`src/rtl/crse_pkg.sv`:
```
// Shared constants, types and helpers for the capacity route split evaluator.
// No dependencies; the top level references everything here by scoped name.
package crse_pkg;

   localparam int COORD_W   = 16;
   localparam int DEMAND_W  = 16;
   localparam int CAP_W     = 16;
   localparam int LOAD_W    = 18;
   localparam int VISIT_W   = 11;
   localparam int DIST_W    = 40;
   localparam int DELTA_W   = COORD_W + 1;
   localparam int SQ_W      = 2 * COORD_W + 1;
   localparam int FRAC_W    = 16;
   localparam int OP_W      = ((SQ_W + FRAC_W + 1) / 2) * 2;
   localparam int ROOT_W    = OP_W / 2;
   localparam int REM_W     = ROOT_W + 1;
   localparam int SQ_STEPS  = COORD_W;
   localparam int ROOT_STEPS = ROOT_W;
   localparam int CNT_W     = 5;

   typedef logic [1:0] leg_code_type;

   localparam leg_code_type LEG_PREV_ORIGIN = 2'd0;
   localparam leg_code_type LEG_ORIGIN_NODE = 2'd1;
   localparam leg_code_type LEG_PREV_NODE   = 2'd2;
   localparam leg_code_type LEG_NODE_ORIGIN = 2'd3;

   localparam logic [VISIT_W-1:0] VISIT_MAX = '1;

   function automatic logic [VISIT_W-1:0] visit_inc(input logic [VISIT_W-1:0] v);
      return (v == VISIT_MAX) ? v : v + 1'b1;
   endfunction

   function automatic logic [DIST_W-1:0] dist_add(input logic [DIST_W-1:0] acc,
                                                  input logic [ROOT_W-1:0] leg);
      logic [DIST_W:0] sum;
      sum = {1'b0, acc} + {{(DIST_W + 1 - ROOT_W){1'b0}}, leg};
      return sum[DIST_W] ? {DIST_W{1'b1}} : sum[DIST_W-1:0];
   endfunction

endpackage

```
`src/rtl/capacity_route_split_evaluator_unit.sv`:
```
// Top level of the capacity route split evaluator: tour state, leg sequencer,
// bit-serial squaring unit and radix-2 restoring square root.
// Depends on crse_pkg.
//
// Nodes of a tour are taken one at a time; the block is ready again only
// when the previous node is fully evaluated. Each leg takes a setup step,
// the shift-add squarer (one multiplier bit per cycle) and the square root
// (two operand bits per cycle). A node takes one leg when direct, two when
// the vehicle refills or the node is the last, and three when both; on the
// last node the result is then handed to the output register, which waits
// while an earlier result is still unaccepted.
// The result register lets the next tour start while the result waits.
module capacity_route_split_evaluator_unit (
   input  logic                                  clock,
   input  logic                                  reset,
   input  logic                                  csr_valid,
   output logic                                  csr_ready,
   input  logic [crse_pkg::CAP_W-1:0]            csr_vehicle_capacity,
   input  logic                                  req_valid,
   output logic                                  req_ready,
   input  logic signed [crse_pkg::COORD_W-1:0]   req_node_x,
   input  logic signed [crse_pkg::COORD_W-1:0]   req_node_y,
   input  logic [crse_pkg::DEMAND_W-1:0]         req_node_demand,
   input  logic                                  req_last_node,
   output logic                                  rsp_valid,
   input  logic                                  rsp_ready,
   output logic [crse_pkg::VISIT_W-1:0]          rsp_depot_visits,
   output logic [crse_pkg::DIST_W-1:0]           rsp_route_distance
);

   localparam logic [2:0] ST_IDLE   = 3'd0;
   localparam logic [2:0] ST_SETUP  = 3'd1;
   localparam logic [2:0] ST_SQUARE = 3'd2;
   localparam logic [2:0] ST_ROOT   = 3'd3;
   localparam logic [2:0] ST_EMIT   = 3'd4;

   localparam int CW = crse_pkg::COORD_W;
   localparam int SW = crse_pkg::SQ_W;

   logic [2:0]                        state_ff, state_in;
   logic                              tour_start_ff, tour_start_in;
   logic [crse_pkg::CAP_W-1:0]        capacity_ff, capacity_in;
   logic                              rsp_valid_ff, rsp_valid_in;
   logic [crse_pkg::CNT_W-1:0]        cnt_ff, cnt_in;
   crse_pkg::leg_code_type            leg_ff, leg_in;

   logic signed [crse_pkg::LOAD_W-1:0] load_ff, load_in;
   logic signed [CW-1:0]              prev_x_ff, prev_x_in;
   logic signed [CW-1:0]              prev_y_ff, prev_y_in;
   logic signed [CW-1:0]              node_x_ff, node_x_in;
   logic signed [CW-1:0]              node_y_ff, node_y_in;
   logic                              last_ff, last_in;
   logic [crse_pkg::VISIT_W-1:0]      visit_ff, visit_in;
   logic [crse_pkg::DIST_W-1:0]       dist_ff, dist_in;

   logic [CW-1:0]                     ax_mul_ff, ax_mul_in;
   logic [CW-1:0]                     ay_mul_ff, ay_mul_in;
   logic [2*CW-1:0]                   ax_sh_ff, ax_sh_in;
   logic [2*CW-1:0]                   ay_sh_ff, ay_sh_in;
   logic [SW-1:0]                     sq_ff, sq_in;

   logic [crse_pkg::OP_W-1:0]         op_ff, op_in;
   logic [crse_pkg::REM_W-1:0]        rem_ff, rem_in;
   logic [crse_pkg::ROOT_W-1:0]       root_ff, root_in;

   logic [crse_pkg::VISIT_W-1:0]      rsp_visits_ff, rsp_visits_in;
   logic [crse_pkg::DIST_W-1:0]       rsp_dist_ff, rsp_dist_in;

   logic                              req_xfer;
   logic signed [crse_pkg::LOAD_W-1:0] load_start;
   logic signed [crse_pkg::LOAD_W-1:0] load_diff;
   logic signed [crse_pkg::LOAD_W-1:0] load_refill;
   logic [crse_pkg::VISIT_W-1:0]      visit_start;
   logic                              refill;

   logic [CW-1:0]                     src_x, src_y, sub_x, sub_y;
   logic [crse_pkg::DELTA_W-1:0]      dx, dy, dx_neg, dy_neg;

   logic [crse_pkg::REM_W+1:0]        rem_sh;
   logic [crse_pkg::REM_W+1:0]        trial;
   logic                              root_ge;
   logic [crse_pkg::ROOT_W-1:0]       root_next;

   logic                              more_legs;
   crse_pkg::leg_code_type            next_leg;

   assign req_ready = (state_ff == ST_IDLE);
   assign csr_ready = 1'b1;
   assign req_xfer  = req_valid & req_ready;

   assign rsp_valid          = rsp_valid_ff;
   assign rsp_depot_visits   = rsp_visits_ff;
   assign rsp_route_distance = rsp_dist_ff;

   // Load bookkeeping at node entry
   always_comb begin
      load_start  = tour_start_ff ? $signed({2'b00, capacity_ff}) : load_ff;
      load_diff   = load_start - $signed({2'b00, req_node_demand});
      load_refill = $signed({2'b00, capacity_ff}) - $signed({2'b00, req_node_demand});
      refill      = load_diff[crse_pkg::LOAD_W-1];
      visit_start = tour_start_ff ? '0 : visit_ff;
   end

   // Leg endpoints
   always_comb begin
      if (leg_ff == crse_pkg::LEG_PREV_ORIGIN || leg_ff == crse_pkg::LEG_PREV_NODE) begin
         src_x = prev_x_ff;
         src_y = prev_y_ff;
      end else begin
         src_x = '0;
         src_y = '0;
      end
      if (leg_ff == crse_pkg::LEG_PREV_ORIGIN) begin
         sub_x = '0;
         sub_y = '0;
      end else begin
         sub_x = node_x_ff;
         sub_y = node_y_ff;
      end
      dx     = {src_x[CW-1], src_x} - {sub_x[CW-1], sub_x};
      dy     = {src_y[CW-1], src_y} - {sub_y[CW-1], sub_y};
      dx_neg = '0 - dx;
      dy_neg = '0 - dy;
   end

   // One root digit per cycle
   always_comb begin
      rem_sh    = {rem_ff, op_ff[crse_pkg::OP_W-1 -: 2]};
      trial     = {1'b0, root_ff, 2'b01};
      root_ge   = (rem_sh >= trial);
      root_next = {root_ff[crse_pkg::ROOT_W-2:0], root_ge};
   end

   always_comb begin
      more_legs = 1'b0;
      next_leg  = crse_pkg::LEG_NODE_ORIGIN;
      case (leg_ff) inside
         crse_pkg::LEG_PREV_ORIGIN: begin
            more_legs = 1'b1;
            next_leg  = crse_pkg::LEG_ORIGIN_NODE;
         end
         crse_pkg::LEG_ORIGIN_NODE, crse_pkg::LEG_PREV_NODE: begin
            more_legs = last_ff;
            next_leg  = crse_pkg::LEG_NODE_ORIGIN;
         end
         default: begin
            more_legs = 1'b0;
            next_leg  = crse_pkg::LEG_NODE_ORIGIN;
         end
      endcase
   end

   always_comb begin
      state_in      = state_ff;
      tour_start_in = tour_start_ff;
      capacity_in   = (csr_valid & csr_ready) ? csr_vehicle_capacity : capacity_ff;
      rsp_valid_in  = rsp_valid_ff & ~rsp_ready;
      cnt_in        = cnt_ff;
      leg_in        = leg_ff;
      load_in       = load_ff;
      prev_x_in     = prev_x_ff;
      prev_y_in     = prev_y_ff;
      node_x_in     = node_x_ff;
      node_y_in     = node_y_ff;
      last_in       = last_ff;
      visit_in      = visit_ff;
      dist_in       = dist_ff;
      ax_mul_in     = ax_mul_ff;
      ay_mul_in     = ay_mul_ff;
      ax_sh_in      = ax_sh_ff;
      ay_sh_in      = ay_sh_ff;
      sq_in         = sq_ff;
      op_in         = op_ff;
      rem_in        = rem_ff;
      root_in       = root_ff;
      rsp_visits_in = rsp_visits_ff;
      rsp_dist_in   = rsp_dist_ff;

      unique case (state_ff)
         ST_IDLE: begin
            if (req_xfer) begin
               tour_start_in = 1'b0;
               node_x_in     = req_node_x;
               node_y_in     = req_node_y;
               last_in       = req_last_node;
               prev_x_in     = tour_start_ff ? '0 : prev_x_ff;
               prev_y_in     = tour_start_ff ? '0 : prev_y_ff;
               dist_in       = tour_start_ff ? '0 : dist_ff;
               load_in       = refill ? load_refill : load_diff;
               visit_in      = refill ? crse_pkg::visit_inc(visit_start) : visit_start;
               leg_in        = refill ? crse_pkg::LEG_PREV_ORIGIN : crse_pkg::LEG_PREV_NODE;
               state_in      = ST_SETUP;
            end
         end
         ST_SETUP: begin
            ax_mul_in = dx[crse_pkg::DELTA_W-1] ? dx_neg[CW-1:0] : dx[CW-1:0];
            ay_mul_in = dy[crse_pkg::DELTA_W-1] ? dy_neg[CW-1:0] : dy[CW-1:0];
            ax_sh_in  = {{CW{1'b0}}, ax_mul_in};
            ay_sh_in  = {{CW{1'b0}}, ay_mul_in};
            sq_in     = '0;
            cnt_in    = crse_pkg::CNT_W'(crse_pkg::SQ_STEPS - 1);
            state_in  = ST_SQUARE;
         end
         ST_SQUARE: begin
            sq_in = sq_ff
                  + (ax_mul_ff[0] ? {1'b0, ax_sh_ff} : '0)
                  + (ay_mul_ff[0] ? {1'b0, ay_sh_ff} : '0);
            ax_mul_in = ax_mul_ff >> 1;
            ay_mul_in = ay_mul_ff >> 1;
            ax_sh_in  = ax_sh_ff << 1;
            ay_sh_in  = ay_sh_ff << 1;
            if (cnt_ff == '0) begin
               op_in    = {{(crse_pkg::OP_W - SW - crse_pkg::FRAC_W){1'b0}}, sq_in,
                           {crse_pkg::FRAC_W{1'b0}}};
               rem_in   = '0;
               root_in  = '0;
               cnt_in   = crse_pkg::CNT_W'(crse_pkg::ROOT_STEPS - 1);
               state_in = ST_ROOT;
            end else begin
               cnt_in = cnt_ff - 1'b1;
            end
         end
         ST_ROOT: begin
            rem_in  = root_ge ? crse_pkg::REM_W'(rem_sh - trial) : rem_sh[crse_pkg::REM_W-1:0];
            root_in = root_next;
            op_in   = op_ff << 2;
            cnt_in  = cnt_ff - 1'b1;
            if (cnt_ff == '0) begin
               dist_in = crse_pkg::dist_add(dist_ff, root_next);
               if (more_legs) begin
                  leg_in   = next_leg;
                  state_in = ST_SETUP;
               end else begin
                  prev_x_in = node_x_ff;
                  prev_y_in = node_y_ff;
                  state_in  = last_ff ? ST_EMIT : ST_IDLE;
               end
            end
         end
         ST_EMIT: begin
            if (!rsp_valid_ff || rsp_ready) begin
               rsp_valid_in  = 1'b1;
               rsp_visits_in = crse_pkg::visit_inc(visit_ff);
               rsp_dist_in   = dist_ff;
               tour_start_in = 1'b1;
               state_in      = ST_IDLE;
            end
         end
         default: begin
            state_in = ST_IDLE;
         end
      endcase
   end

   always_ff @(posedge clock) begin
      if (reset) begin
         state_ff      <= ST_IDLE;
         tour_start_ff <= 1'b1;
         capacity_ff   <= '0;
         rsp_valid_ff  <= 1'b0;
         cnt_ff        <= '0;
         leg_ff        <= crse_pkg::LEG_PREV_NODE;
      end else begin
         state_ff      <= state_in;
         tour_start_ff <= tour_start_in;
         capacity_ff   <= capacity_in;
         rsp_valid_ff  <= rsp_valid_in;
         cnt_ff        <= cnt_in;
         leg_ff        <= leg_in;
      end
   end

   always_ff @(posedge clock) begin
      load_ff       <= load_in;
      prev_x_ff     <= prev_x_in;
      prev_y_ff     <= prev_y_in;
      node_x_ff     <= node_x_in;
      node_y_ff     <= node_y_in;
      last_ff       <= last_in;
      visit_ff      <= visit_in;
      dist_ff       <= dist_in;
      ax_mul_ff     <= ax_mul_in;
      ay_mul_ff     <= ay_mul_in;
      ax_sh_ff      <= ax_sh_in;
      ay_sh_ff      <= ay_sh_in;
      sq_ff         <= sq_in;
      op_ff         <= op_in;
      rem_ff        <= rem_in;
      root_ff       <= root_in;
      rsp_visits_ff <= rsp_visits_in;
      rsp_dist_ff   <= rsp_dist_in;
   end

`ifndef SYNTHESIS
   a_root_count: assert property (@(posedge clock) disable iff (reset)
      state_ff == ST_ROOT |-> cnt_ff < crse_pkg::CNT_W'(crse_pkg::ROOT_STEPS))
      else $error("root digit counter out of range");

   a_square_count: assert property (@(posedge clock) disable iff (reset)
      state_ff == ST_SQUARE |-> cnt_ff < crse_pkg::CNT_W'(crse_pkg::SQ_STEPS))
      else $error("square bit counter out of range");

   a_result_closes_tour: assert property (@(posedge clock) disable iff (reset)
      $rose(rsp_valid_ff) |-> tour_start_ff && state_ff == ST_IDLE)
      else $error("result issued without closing the tour");

   a_visits_nonzero: assert property (@(posedge clock) disable iff (reset)
      rsp_valid_ff |-> rsp_visits_ff != '0)
      else $error("result without final depot visit");
`endif

endmodule

```
`config.mk`:
```
export PLATFORM = sky130hd
export DESIGN_NAME = capacity_route_split_evaluator_unit
export DESIGN_NICKNAME = d
export VERILOG_FILES = /design/src/rtl/crse_pkg.sv /design/src/rtl/capacity_route_split_evaluator_unit.sv
export SDC_FILE = /design/constraint.sdc
export NUM_CORES = 1
export LEC_CHECK = 0
export BUFFER_PORTS_ARGS = -buffer_cell sky130_fd_sc_hd__buf_4
export CORE_AREA = 2 2 212 214
export CTS_CLUSTER_DIAMETER = 50
export CTS_CLUSTER_SIZE = 14
export DETAILED_ROUTE_END_ITERATION = 10
export DIE_AREA = 0 0 214 216
export HOLD_SLACK_MARGIN = 0.05
export PLACE_DENSITY = 0.78
export SYNTH_ARGS = -nofsm -noshare
export SYNTH_HDL_FRONTEND = slang
export SYNTH_SLANG_ARGS = --single-unit
```
`constraint.sdc`:
```
create_clock -name clock -period 8.9 [get_ports clock]
set_input_delay 2.225 -clock clock [delete_from_list [all_inputs] [get_ports clock]]
set_output_delay 2.225 -clock clock [all_outputs]
set_load 0.05 [all_outputs]
```
==> results.yml <==
drt:
  drt_pre_antenna_iters: 5
  detail-route-antenna-nets: 0
  top_layer_used: "met4"
  dr_wl_met2_um: 26700
  routed_wirelength_um: 55300
  dr_wl_met3_um: 2700
  viasPerCell: 5.90
  routedWlPerCell_um: 17.2
  drtIter0Drc: 1267
  wl_met1_um: 24500
  num_vias: 18900
  drc_errors: 0
critical_path:
  crit_path_frequent_cell: "o21ai_1"
  arrival_ns: 7.22
  critPathMaxStageDelay_ns: 0.59
  cp-start-kind: "flip-flop"
  crit_chain: "inv_1 > ha_1 > nand2b_1 > a211oi_1 > o31a_1 > o21ai_1 > o21ai_1 > o22a_1 > and4b_1 > nor2_1 > ha_1 > inv_1 > fa_1 > nor2b_1 > o31a_1 > o21ai_0 > a2111oi_0 > buf_4 > nor3_1 > o21ai_1 > nand3_1 > or4b_1 > o211a_1"
  crit_path_end_kind: "flip-flop"
  path_max_fanout: 26
  slowest_stage: "nor2_1"
  critical_path_class: "flip-flop to flip-flop"
  path_buf_inv: 3
  critical_path.top_delay_family: "compound AO/OA/AOI/OAI gates"
  crit_required_ns: 9.25
clock_tree:
  clock-sinks: 427
  cts-root-buf: "clkbuf_16"
  clk_pin_slew_ns: 0.06
  clock_latency_ns: 0.59
  cts_max_level: 2
  post_cts.repair.setup_buffers: 0
  cts_hold_buf: 0
  cts_tree: "yes"
  clock_path_buffers: 3
  ctsResizeCount: 0
  cts_made_buffers: 48
global_route:
  grt-ovfl-total: 0
  grt_max_degree: 103
  grtUsageTotal: 0.239
  grt_pass1_wl_um: 92000
  first_global_vias: 18800
  antenna_found_initial: 0
sta:
  finalMaxSlewViolations: 0
  holdWs_ns: 0.468
  skew_ns: 0.0230
  hold_violations: 0
  slew_headroom: 0.257
  fin_crit_sh: 0.771
  tns_ns: 0
  period_needed_ns: 6.87
  rsz0062_at_grt: "no"
  fmax_mhz: 146
  worst_pin_slew_ns: 1.11
  setup_violations: 0
outcome:
  status: "completed"
yosys:
  yosysWarnings: 0
  synth_top_area_cell: "edfxtp_1"
  synthTopCellsByCount: "edfxtp_1, nor2_1, a21oi_1, ha_1, nand2_1"
  syn_nets: 2753
  synth.top_cell.area_share: 0.459
  ys.flop_type: "edfxtp_1"
  netlist_instances: 2491
  yosys_register_bits: 427
  synth_edf_count: 399
  synthArstFlopShare: 0
  syn-cell-area_um2: 26100
  synth_most_common_cell: "edfxtp_1"
  synth.avg_cell_area_um2: 10.5
  ys_seq_area_frac: 0.481
  ys_top_cells_by_area: "edfxtp_1, ha_1, a21oi_1"
  synth_cell_types: 81
final_layout:
  fin_cells: 3207
  syn_to_final_growth_pct: 11.6
  drive_gt1_frac: 0.106
  antenna_cells: 0
  nNetsFinal: 2841
job:
  cap_violations: 0
placed_design:
  place_hpwl_um: 37900
  dpl.cell_count: 3121
  port_buffers: 122
  place.gp.congestion: 0.898
die:
  num_rows: 77
  dieArea_um2: 46200
  fp.dieW_um: 214
  coreArea_um2: 43800
  ios: 124
  start_util: 0.595
  die_h_um: 216
min_path:
  hold_class: "flip-flop to flip-flop"
[placed cells by master, fill, tap and decap left out, types with 10 or more instances in the layout]
cell,synthesis,layout
o21a_1,52,52
and3_1,29,28
nand3_1,61,61
o31ai_1,13,13
nand2_1,148,147
mux2i_1,30,30
fa_1,38,38
nor2_1,227,224
nand4_1,16,16
o211ai_1,14,14
a211oi_1,18,18
clkbuf_16,0,51
dfxtp_1,28,28
xor2_1,62,62
inv_1,98,97
or3_1,16,16
o21ai_0,129,128
buf_4,1,138
mux2_2,24,24
a31oi_1,21,21
and2_1,142,142
nor3_1,59,59
edfxtp_1,399,399
xnor2_1,88,88
a21o_1,55,55
ha_1,154,154
a311oi_1,10,10
a21oi_1,201,200
nor2b_1,57,57
o21bai_1,13,13
nand2b_1,56,55
[sequential cells by signal, indices dropped and copies added (netlist names), 18 cells and up]
name / flops
ax_sh_ff: 32
op_ff: 34
rsp_route_distance: 40
ay_sh_ff: 32
rem_ff: 26
root_ff: 25
sq_ff: 33
load_ff: 18
dist_ff: 40
[worst register-to-register path, delay by kind of cell, from the launching register on]
family / cells / cell delay (ns)
adders and majority gates: 3 / 0.92
buffers and inverters: 3 / 0.38
DFF: 1 / 0.45
AOI/OAI and AO/OA: 10 / 2.47
and+or+nand+nor: 7 / 2.41
[metrics by stage]
stage | setup WS (ns) | utilization | area [um^2]
floorplan | 2.21 | - | 26100
global placement | 2.36 | 0.628 | 27500
detailed placement | 2.13 | 0.628 | 27500
CTS | 2.15 | 0.664 | 29100
global route | 1.57 | 0.664 | 29100
finish | 2.03 | 0.664 | 29100
[per-layer routing]
metal | vias to the layer above | track usage
li1 | 9234 | -
met1 | 9067 | 0.318
met2 | 519 | 0.404
met3 | 112 | 0.0328
met4 | 0 | 0.0832
met5 | - | 0
[worst paths after layout]
check,start,end,slack (ns),cells past startpoint
worst max-delay path,op_ff[48]$_DFFE_PP_,dist_ff[38]$_SDFFCE_PN0P_,2.03,23
worst min-delay path,dist_ff[10]$_SDFFCE_PN0P_,rsp_route_distance[10]$_DFFE_PP_,0.47,0
worst max register to register,op_ff[48]$_DFFE_PP_,dist_ff[38]$_SDFFCE_PN0P_,2.03,23
worst min register to register,dist_ff[10]$_SDFFCE_PN0P_,rsp_route_distance[10]$_DFFE_PP_,0.47,0
[cells by family after synthesis]
family / after synthesis / share of synthesized area
multiplexers: 54 / 0.0219
AO/OA/AOI/OAI: 611 / 0.148
AND/OR/NAND/NOR: 858 / 0.167
buffers and inverters: 198 / 0.0292
XOR/XNOR: 150 / 0.0504
flip-flops: 427 / 0.481
adder cells (fa/ha/maj): 192 / 0.103
other: 1 / 0.000144
[final cells by class]
cell class	instances	area [um^2]
Fill cell	3344	14700
Clock inverter	32	290
Timing Repair Buffer	138	1040
Tap cell	592	741
Sequential cell	427	12500
Clock buffer	54	1290
Inverter	98	368
Multi-Input combinational cell	1866	12800
Power is not shown: default switching activity piles up to over one toggle a cycle in this logic, so the estimate is an artifact.
